$ cat src/hw/rtl/assert_macros.svh
// Assertion macros shared by the RTL of the base64 stream encoder.
// No dependencies; included by the modules that check themselves.
`ifndef ASSERT_MACROS_SVH
`define ASSERT_MACROS_SVH

// Clocked check, disabled while reset is asserted.
`define CHK_CLK(label, clk_s, rstn_s, prop, msg) \
  label: assert property (@(posedge clk_s) disable iff (!rstn_s) prop) else $error(msg);

// Clocked check that also holds during reset.
`define CHK_ALWAYS(label, clk_s, prop, msg) \
  label: assert property (@(posedge clk_s) prop) else $error(msg);

`endif

$ cat src/hw/rtl/b64e_pkg.sv
// Package for the base64 stream encoder: group positions, encoder result
// struct and the 6-bit to ASCII alphabet mapping. No dependencies.
package b64e_pkg;

  localparam logic [1:0] POS_FIRST  = 2'd0;
  localparam logic [1:0] POS_SECOND = 2'd1;
  localparam logic [1:0] POS_THIRD  = 2'd2;

  typedef struct packed {
    logic [5:0] six0;      // first symbol value
    logic [5:0] six1;      // second symbol value
    logic       two;       // second symbol present
    logic       last1;     // second symbol ends the stream
    logic [1:0] pos_nxt;
    logic [3:0] left_nxt;
  } enc_res_t;

  // Alphabet: A-Z, a-z, 0-9, '@', '_'.
  function automatic logic [7:0] ascii_of(input logic [5:0] v);
    logic [7:0] w;
    w = {2'b00, v};
    if (v < 6'd26) begin
      ascii_of = 8'h41 + w;
    end else if (v < 6'd52) begin
      ascii_of = 8'h61 + w - 8'd26;
    end else if (v < 6'd62) begin
      ascii_of = 8'h30 + w - 8'd52;
    end else if (v == 6'd62) begin
      ascii_of = 8'h40;
    end else begin
      ascii_of = 8'h5f;
    end
  endfunction

endpackage

$ cat src/hw/rtl/b64e_enc.sv
// Combinational core of the base64 stream encoder: splits one byte into
// one or two 6-bit groups and computes the next group state. Uses b64e_pkg.
module b64e_enc (
  input  logic [7:0]         data_byte,
  input  logic               final_byte,
  input  logic [1:0]         pos,
  input  logic [3:0]         left,
  output b64e_pkg::enc_res_t res
);
  import b64e_pkg::*;

  always_comb begin
    res = '0;
    unique case (pos)
      POS_SECOND: begin
        res.six0     = {left[1:0], data_byte[7:4]};
        res.six1     = {data_byte[3:0], 2'b00};
        res.two      = final_byte;
        res.pos_nxt  = final_byte ? POS_FIRST : POS_THIRD;
        res.left_nxt = final_byte ? 4'd0 : data_byte[3:0];
      end
      POS_THIRD: begin
        res.six0     = {left, data_byte[7:6]};
        res.six1     = data_byte[5:0];
        res.two      = 1'b1;
        res.pos_nxt  = POS_FIRST;
        res.left_nxt = 4'd0;
      end
      default: begin
        // first byte of a group; the unused code behaves the same
        res.six0     = data_byte[7:2];
        res.six1     = {data_byte[1:0], 4'b0000};
        res.two      = final_byte;
        res.pos_nxt  = final_byte ? POS_FIRST : POS_SECOND;
        res.left_nxt = final_byte ? 4'd0 : {2'b00, data_byte[1:0]};
      end
    endcase
    res.last1 = final_byte;
  end

endmodule

$ cat src/hw/rtl/base64_stream_encoder_top.sv
// Top level of the base64 stream encoder: group state, a two-slot symbol
// register and the output register. Uses b64e_pkg, b64e_enc, assert_macros.svh.
//
// Usage:
//   Input channel: in_valid / in_stall with in_data_byte and in_final_byte.
//   One raw byte per item; in_final_byte marks the last byte of a stream.
//   Output channel: out_valid / out_stall with out_symbol (ASCII) and
//   out_last_symbol, high on the final symbol of the stream. No padding.
//   A byte is encoded in the cycle it is accepted into a two-slot symbol
//   register; while out_stall is low, symbols leave one per cycle through
//   the output register, and out_valid rises once a byte's first symbol
//   has moved there. Throughput: one byte per cycle while out_stall is low
//   when it yields one symbol; a byte that yields two keeps the input
//   waiting while both are pending; set by the single symbol output port.
//   A new byte is taken in the same cycle that the last pending symbol moves
//   to the output register, so a last symbol that can move does not block
//   the input. Stall: while out_stall is high a valid output holds, and
//   in_stall holds the input while two symbols are pending or one cannot move.
//   Reset (rst_n low, synchronous): group position and leftover bits clear,
//   all pending symbols are dropped.
`include "assert_macros.svh"

module base64_stream_encoder_top (
  input  logic       clk,
  input  logic       rst_n,
  input  logic       in_valid,
  output logic       in_stall,
  input  logic [7:0] in_data_byte,
  input  logic       in_final_byte,
  output logic       out_valid,
  input  logic       out_stall,
  output logic [7:0] out_symbol,
  output logic       out_last_symbol
);
  import b64e_pkg::*;

  logic [1:0] pos_r, pos_nxt;
  logic [3:0] left_r, left_nxt;
  logic [5:0] slot0_r, slot0_nxt, slot1_r, slot1_nxt;
  logic       last0_r, last0_nxt, last1_r, last1_nxt;
  logic [1:0] cnt_r, cnt_nxt;
  logic       ovalid_r, ovalid_nxt;
  logic [7:0] osym_r, osym_nxt;
  logic       olast_r, olast_nxt;
  logic       move, accept;
  enc_res_t   enc;

  b64e_enc u_enc (
    .data_byte  (in_data_byte),
    .final_byte (in_final_byte),
    .pos        (pos_r),
    .left       (left_r),
    .res        (enc)
  );

  assign move     = (cnt_r != 2'd0) && (!ovalid_r || !out_stall);
  assign in_stall = !((cnt_r == 2'd0) || ((cnt_r == 2'd1) && move));
  assign accept   = in_valid && !in_stall;

  always_comb begin
    pos_nxt    = pos_r;
    left_nxt   = left_r;
    slot0_nxt  = slot0_r;
    slot1_nxt  = slot1_r;
    last0_nxt  = last0_r;
    last1_nxt  = last1_r;
    cnt_nxt    = cnt_r;
    ovalid_nxt = ovalid_r;
    osym_nxt   = osym_r;
    olast_nxt  = olast_r;

    // advance the output register
    if (move) begin
      ovalid_nxt = 1'b1;
      osym_nxt   = ascii_of(slot0_r);
      olast_nxt  = last0_r;
      slot0_nxt  = slot1_r;
      last0_nxt  = last1_r;
      cnt_nxt    = cnt_r - 2'd1;
    end else if (!out_stall) begin
      ovalid_nxt = 1'b0;
    end

    // load a new item; slots are empty after any move this cycle
    if (accept) begin
      pos_nxt   = enc.pos_nxt;
      left_nxt  = enc.left_nxt;
      slot0_nxt = enc.six0;
      last0_nxt = 1'b0;
      slot1_nxt = enc.six1;
      last1_nxt = enc.last1;
      cnt_nxt   = enc.two ? 2'd2 : 2'd1;
    end
  end

  always_ff @(posedge clk) begin
    if (!rst_n) begin
      pos_r    <= POS_FIRST;
      left_r   <= 4'd0;
      cnt_r    <= 2'd0;
      ovalid_r <= 1'b0;
    end else begin
      pos_r    <= pos_nxt;
      left_r   <= left_nxt;
      cnt_r    <= cnt_nxt;
      ovalid_r <= ovalid_nxt;
    end
  end

  always_ff @(posedge clk) begin
    slot0_r <= slot0_nxt;
    slot1_r <= slot1_nxt;
    last0_r <= last0_nxt;
    last1_r <= last1_nxt;
    osym_r  <= osym_nxt;
    olast_r <= olast_nxt;
  end

  assign out_valid       = ovalid_r;
  assign out_symbol      = osym_r;
  assign out_last_symbol = olast_r;

  `CHK_CLK(a_cnt_range, clk, rst_n, cnt_r != 2'd3, "symbol slot count out of range")
  `CHK_CLK(a_pos_range, clk, rst_n, pos_r != 2'd3, "group position out of range")
  `CHK_CLK(a_final_clears, clk, rst_n, (accept && in_final_byte) |=> (pos_r == POS_FIRST && left_r == 4'd0), "state not cleared after final byte")
  `CHK_CLK(a_two_slots, clk, rst_n, (accept && enc.two) |=> (cnt_r == 2'd2), "two-symbol item not held in both slots")

endmodule
$ cat config.mk
export PLATFORM = sky130hd
export DESIGN_NAME = base64_stream_encoder_top
export DESIGN_NICKNAME = d
export VERILOG_FILES = /design/src/hw/rtl/b64e_pkg.sv /design/src/hw/rtl/b64e_enc.sv /design/src/hw/rtl/base64_stream_encoder_top.sv
export VERILOG_INCLUDE_DIRS = /design/src /design/src/hw/rtl
export SDC_FILE = /design/constraint.sdc
export NUM_CORES = 1
export LEC_CHECK = 0
export ABC_AREA = 1
export BUFFER_PORTS_ARGS = -buffer_cell sky130_fd_sc_hd__buf_2
export CAP_MARGIN = 30
export CORE_AREA = 2 2 46 90
export DETAILED_ROUTE_END_ITERATION = 7
export DIE_AREA = 0 0 48 92
export GPL_ROUTABILITY_DRIVEN = 0
export PLACE_DENSITY = 0.8
export SYNTH_ARGS = -nofsm -noshare
export SYNTH_HDL_FRONTEND = slang
export SYNTH_HIERARCHICAL = 1
export SYNTH_SLANG_ARGS = --single-unit
$ cat constraint.sdc
create_clock -name clk -period 4.57 [get_ports clk]
set_input_delay 0.2285 -clock clk [delete_from_list [all_inputs] [get_ports clk]]
set_output_delay 0.2285 -clock clk [all_outputs]
set_load 0.02 [all_outputs]
==> metrics.yaml, run 1 <==
ys.flop_type: "edfxtp_1"
synth_fp_nets: 274
status: "complete, no violations"
instances_no_fill: 325
whs_path_depth: 3
seq_power_share: 0.344
reg2reg_from: "slot0_r[2]$_DFFE_PP_"
synth_cells: 252
p_sw_frac: 0.458
grt_max_degree: 20
ys_seq_elements: 32
start_util: 0.520
avgViaCountPerCell: 5.24
crit_type: "reg2reg"
ys_seq_area_frac: 0.435
die_w_um: 48
startpoint_type: "register"
cp_max_fo: 11
crit_cells: 8
cts_setup_buffers: 0
worstHoldStart: "in_data_byte[1]"
cts.sinks: 32
intPower_w: 0.000939
critPathArrivalTime_ns: 1.89
period_minus_slack_ns: 1.84
cts_tree: "yes"
cts_made_buffers: 5
clk_pin_slew_ns: 0.07
maxCapViolCount: 0
num_vias: 1703
drive_gt1_frac: 0.190
path_buf_inv: 2
hp-class: "in2reg"
yosys.area.top_type: "edfxtp_1"
crit_required_ns: 4.62
slew_headroom: 0.708
clk-insertion-delay-late_ns: 0.29
cpPeakStageDelay_ns: 0.48
avgSynthCellArea_um2: 7.85
setup_viol: 0
die_h_um: 92
ctsResizeCount: 0
crit_start: "slot0_r[2]$_DFFE_PP_"
nets: 295
yosysWarnings: 6
finalCritPeriodShare: 0.403
totalWireLength_um: 4080
ff_latch_area_um2: 861
grt-ovfl-total: 0
portBuffers: 23
htree_num_levels: 2
synthToLayoutAreaGrowth_pct: 10.3
worstMarginPinSlew_ns: 0.437
path_cells: "inv_1 > ha_1 > nor2_4 > inv_1 > nand3_1 > nand2_1 > nor2_1 > nor2_1"
fillCellCount: 359
async_reset_ff_frac: 0
first_iter_violations: 55
ff2ff_setup_slack_ns: 2.73
coreArea_um2: 3800
layout_setup_ws_ns: 2.73
dp_hpwl_um: 3140
place_ws_ns: 2.75
rows: 32
cts_hold_buf: 0
finalPower_w: 0.00173
antennaDiodeCount: 0
cts_root_buffer: "clkbuf_8"
die_area_um2: 4420
slowest_stage: "edfxtp_1"
r2r_cells: 8
antenna_found_initial: 0
synth_cell_types: 26
synth_top_cell_area_share: 0.334
synth_area_um2: 1980
grt_setup_unrepaired: "no"
wl_per_cell_um: 12.6
ir_drop_mv: 0.469
grt_first_pass_wirelength_um: 6850
leakage_nw: 1.01
maxSlewViolCount: 0
clock_power_share: 0.158
switching_power_w: 0.000794
worst_clock_skew_ns: 0.00527
synth_area_leaders: "edfxtp_1 (33%), nand2_1 (13%), dfxtp_1 (10%)"
combPwrFrac: 0.499
tns_ns: 0
grt_use_total: 0.219
yosysMostFrequentCell: "nand2_1"
hold_viol_final: 0
power_density_nw_per_um2: 794
grt_pass1_vias: 1604
dp.cells: 317
end_kind: "register"
synthTopCellsByCount: "nand2_1 (69), nand3_1 (35), nor2_1 (28)"
fmax_ghz: 0.543
antenna_left: 0
multi_input_area_um2: 930
clock_tree.buffer_depth: 2
num_io_pins: 24
firstDrtPassIters: 5
route.detailed.drc: 0
worst_path_dominant_cell_family: "simple AND/OR/NAND/NOR gates"
synth_edf_count: 22
worst paths after layout:
| kind | endpoint |
|---|---|
| setup / recovery | out_symbol[3]$_DFFE_PP_ |
| hold reg to reg | out_last_symbol$_DFFE_PP_ |
| hold / removal | slot1_r[1]$_DFFE_PN_ |
| setup reg to reg | out_symbol[3]$_DFFE_PP_ |
state kept, by name (all words and copies together) (netlist names):
name	cells
last1_r	1
out_symbol	8
slot0_r	6
cnt_r	2
pos_r	2
last0_r	1
left_r	4
slot1_r	6
out_last_symbol	1
out_valid	1
cell families after synthesis:
group           count (synthesis)  synth area share
compound gates                 20            0.0538
xor+xnor                        5            0.0221
fa+ha+maj                       9            0.0569
buf+inv                        36            0.0949
flops                          32             0.435
simple gates                  150             0.337
routing by layer:
layer  share of wire  track usage  routed length [um]
met5               0            0                   0
met4           0.033        0.115                 134
met3           0.034       0.0315                 140
met2            0.62        0.418                2520
met1            0.32        0.190                1290
worst min-delay path: stages:
cell and delay (ns):
buf_2 0.10, nand2_1 0.05, inv_1 0.04
cell usage in the layout, fill, tap and decap left out, types with 2 or more instances in the layout:
master,count
nand2_1,69
edfxtp_1,22
inv_1,21
buf_2,23
nor3_1,2
clkbuf_8,5
o21ai_1,8
nor2_1,28
xor2_1,4
nand3_2,2
ha_1,9
inv_2,5
nand2_2,5
nor2_2,5
dfxtp_1,10
o21ai_0,2
a21oi_1,8
nand3_1,35
per-stage QoR:
stage | instance area [um2] | hold WS [ns] | util
CTS | 2180 | 0.227 | 0.574
finish | 2180 | 0.229 | 0.574
global placement | 2070 | 0.434 | 0.544
floorplan | 1980 | 0.353 | -
global route | 2180 | 0.249 | 0.574
detailed placement | 2070 | 0.439 | 0.544
power by group through the flow:
stage / Sequential, W / Clock [W] / Combinational, W
2_1_floorplan: 0.000632 / 0 / 0.000666
3_3_place_gp: 0.000597 / 0 / 0.000844
3_5_place_dp: 0.000601 / 0 / 0.000861
4_1_cts: 0.000594 / 0.000275 / 0.000865
5_1_grt: 0.000612 / 0.000284 / 0.000984
6_report: 0.000596 / 0.000273 / 0.000864
final cells by class:
cell class                      count  area share
Sequential cell                    32       0.394
Multi-Input combinational cell    184       0.426
Timing Repair Buffer               23      0.0528
Tap cell                           51      0.0292
Inverter                           27      0.0464
Clock buffer                        5      0.0315
Clock inverter                      3      0.0195
Power figures use the tool's default switching activity.
==> run 2: changes to the inputs <==
clock period = 1.8 ns   (was 4.57 ns; I/O delays follow)
==> run 2 against run 1 <==
  * Die area unchanged
  * Hold slack got worse by 0.14 ns
  * Clock skew increased by 0.0020 ns
  * Via count about the same
  * Fmax increased by 13%
  * Wire length increased by 3.1%
  * Largest cell class unchanged
  * Setup slack got worse by 2.6 ns
  * Clock power increased to 2.5 times the previous value
  * Non-clock buffer count increased by 9
==> metrics.yaml, run 2 (same netlist as run 1, synthesis figures left out) <==
status: "complete, no violations"
clock_tree.buffer_depth: 2  # unchanged
holdWs_ns: 0.0931  # -0.135 ns
die_w_um: 48  # unchanged
first_iter_violations: 32  # -42%
ir_drop_mv: 1.26  # +170%
tns_ns: 0  # unchanged
worstHoldStart: "in_data_byte[1]"
min_to: "slot1_r[1]$_DFFE_PN_"
avgViaCountPerCell: 5.10  # -2.8%
slew_headroom: 0.707  # -0.00172
fin_area_um2: 2250  # +3.1%
wl_per_cell_um: 12.6  # +0.31%
drive_gt1_frac: 0.216  # +0.0258
hold_viol_final: 0  # unchanged
clk-insertion-delay-late_ns: 0.29  # about the same
maxCapViolCount: 0  # unchanged
largest_reg_flops: 8  # unchanged
antenna_found_initial: 0  # unchanged
num_io_pins: 24  # unchanged
r2r_end: "out_symbol[5]$_DFFE_PP_"
synthToLayoutAreaGrowth_pct: 13.7
die_area_um2: 4420  # unchanged
cp_max_fo: 9  # -2
finalCritPeriodShare: 0.904  # +0.501
reg2reg_from: "slot0_r[3]$_DFFE_PP_"
htree_num_levels: 2  # unchanged
nets: 304  # +3.1%
power_density_nw_per_um2: 2020  # +150%
grt_first_pass_wirelength_um: 7310  # +6.7%
leakage_nw: 1.06  # +4.3%
grt_use_total: 0.231  # +0.0121
crit_required_ns: 1.84  # -2.78 ns
clk_pin_slew_ns: 0.07  # about the same
whs_path_depth: 3  # unchanged
place_area_um2: 2120  # +2.2%
crit_type: "reg2reg"
totalWireLength_um: 4210  # +3.1%
cts_made_buffers: 5  # unchanged
end_kind: "register"
worstMarginPinSlew_ns: 0.440  # +0.00258 ns
ctsResizeCount: 0  # unchanged
start_util: 0.520  # unchanged
period_minus_slack_ns: 1.63  # -0.213 ns
r2r_cells: 7  # -1
coreArea_um2: 3800  # unchanged
grt-ovfl-total: 0  # unchanged
cts_tree: "yes"
antenna_left: 0  # unchanged
ff2ff_setup_slack_ns: 0.17  # -2.56 ns
cts_root_buffer: "clkbuf_8"
final_common_cell: "nand2_1"
route.detailed.drc: 0  # unchanged
die_h_um: 92  # unchanged
setup_viol: 0  # unchanged
dp_hpwl_um: 3180  # +1.3%
firstDrtPassIters: 4  # -1
grt_max_degree: 20  # unchanged
grt_pass1_vias: 1747  # +8.9%
hp-class: "in2reg"
worst_clock_skew_ns: 0.00729  # +0.00201 ns
fillCellCount: 346  # -3.6%
startpoint_type: "register"
portBuffers: 23  # unchanged
cts.sinks: 32  # unchanged
grt_setup_unrepaired: "no"
antennaDiodeCount: 0  # unchanged
critPathArrivalTime_ns: 1.67  # -0.22 ns
rows: 32  # unchanged
num_vias: 1702  # -0.059%
layout_common_cells: "nand2_1 (69), nand3_1 (35), nor2_1 (28)"
fmax_ghz: 0.614  # +13%
maxSlewViolCount: 0  # unchanged
run 2: critical path, cell delays in order, from the launching register on:
cell and delay (ns):
edfxtp_1 0.47, ha_1 0.25, inv_1 0.13, nand2_1 0.08, nand2_1 0.09, nand2_2 0.13
a21oi_1 0.17, nor2_2 0.05
run 2: how the worst max path moves through the flow:
stage | startpoint | to | cells past startpoint
6_report | slot0_r[3]$_DFFE_PP_ | out_symbol[5]$_DFFE_PP_ | 7
5_1_grt | slot0_r[3]$_DFFE_PP_ | out_symbol[1]$_DFFE_PP_ | 8
4_1_cts | slot0_r[3]$_DFFE_PP_ | out_symbol[5]$_DFFE_PP_ | 7
3_5_place_dp | slot0_r[3]$_DFFE_PP_ | out_symbol[5]$_DFFE_PP_ | 7
3_3_place_gp | slot0_r[3]$_DFFE_PP_ | out_symbol[5]$_DFFE_PP_ | 7
2_1_floorplan | slot0_r[3]$_DFFE_PP_ | out_symbol[5]$_DFFE_PP_ | 7
run 2: metrics by stage:
stage | worst slack (ns) | utilization | total power, W | cells
after global routing | 0.0357 | 0.591 | 0.00494 | 334
after detailed placement | 0.155 | 0.556 | 0.00378 | 323
after floorplan | 0.300 | - | 0.00329 | 252
after CTS | 0.146 | 0.586 | 0.00450 | 331
final | 0.173 | 0.591 | 0.00453 | 334
after global placement | 0.225 | 0.556 | 0.00373 | 323
run 2: layer usage:
layer | part of all wire | vias to the layer above | routed length [um] | track usage
met2 | 0.60 | 45 | 2510 | 0.429
met3 | 0.028 | 21 | 117 | 0.0295
li1 | - | 872 | - | -
met1 | 0.33 | 764 | 1380 | 0.208
met4 | 0.048 | 0 | 201 | 0.137
met5 | 0 | - | 0 | 0
run 2: final cells by class:
class,instances,area (um2),share of cell area
inverters,27,101,0.0450
multi-input cells,184,930,0.413
clock buffers,5,68.8,0.0306
repair buffers,32,183,0.0812
flip-flops and latches,32,861,0.383
clock inverters,3,42.5,0.0189
well taps,51,63.8,0.0284
run 2: timing repair:
action | 4_1_cts | 5_1_grt
hold buffers | 0 | 0
setup endpoints to repair | 0 | 3
setup buffers | 0 | 3
run 2: report_power, final:
group	internal, W	total (W)	switching (W)
Sequential	0.00127	0.00145	0.000179
Clock	0.000409	0.000688	0.000278
Combinational	0.000820	0.00240	0.00158
Total	0.00250	0.00453	0.00203
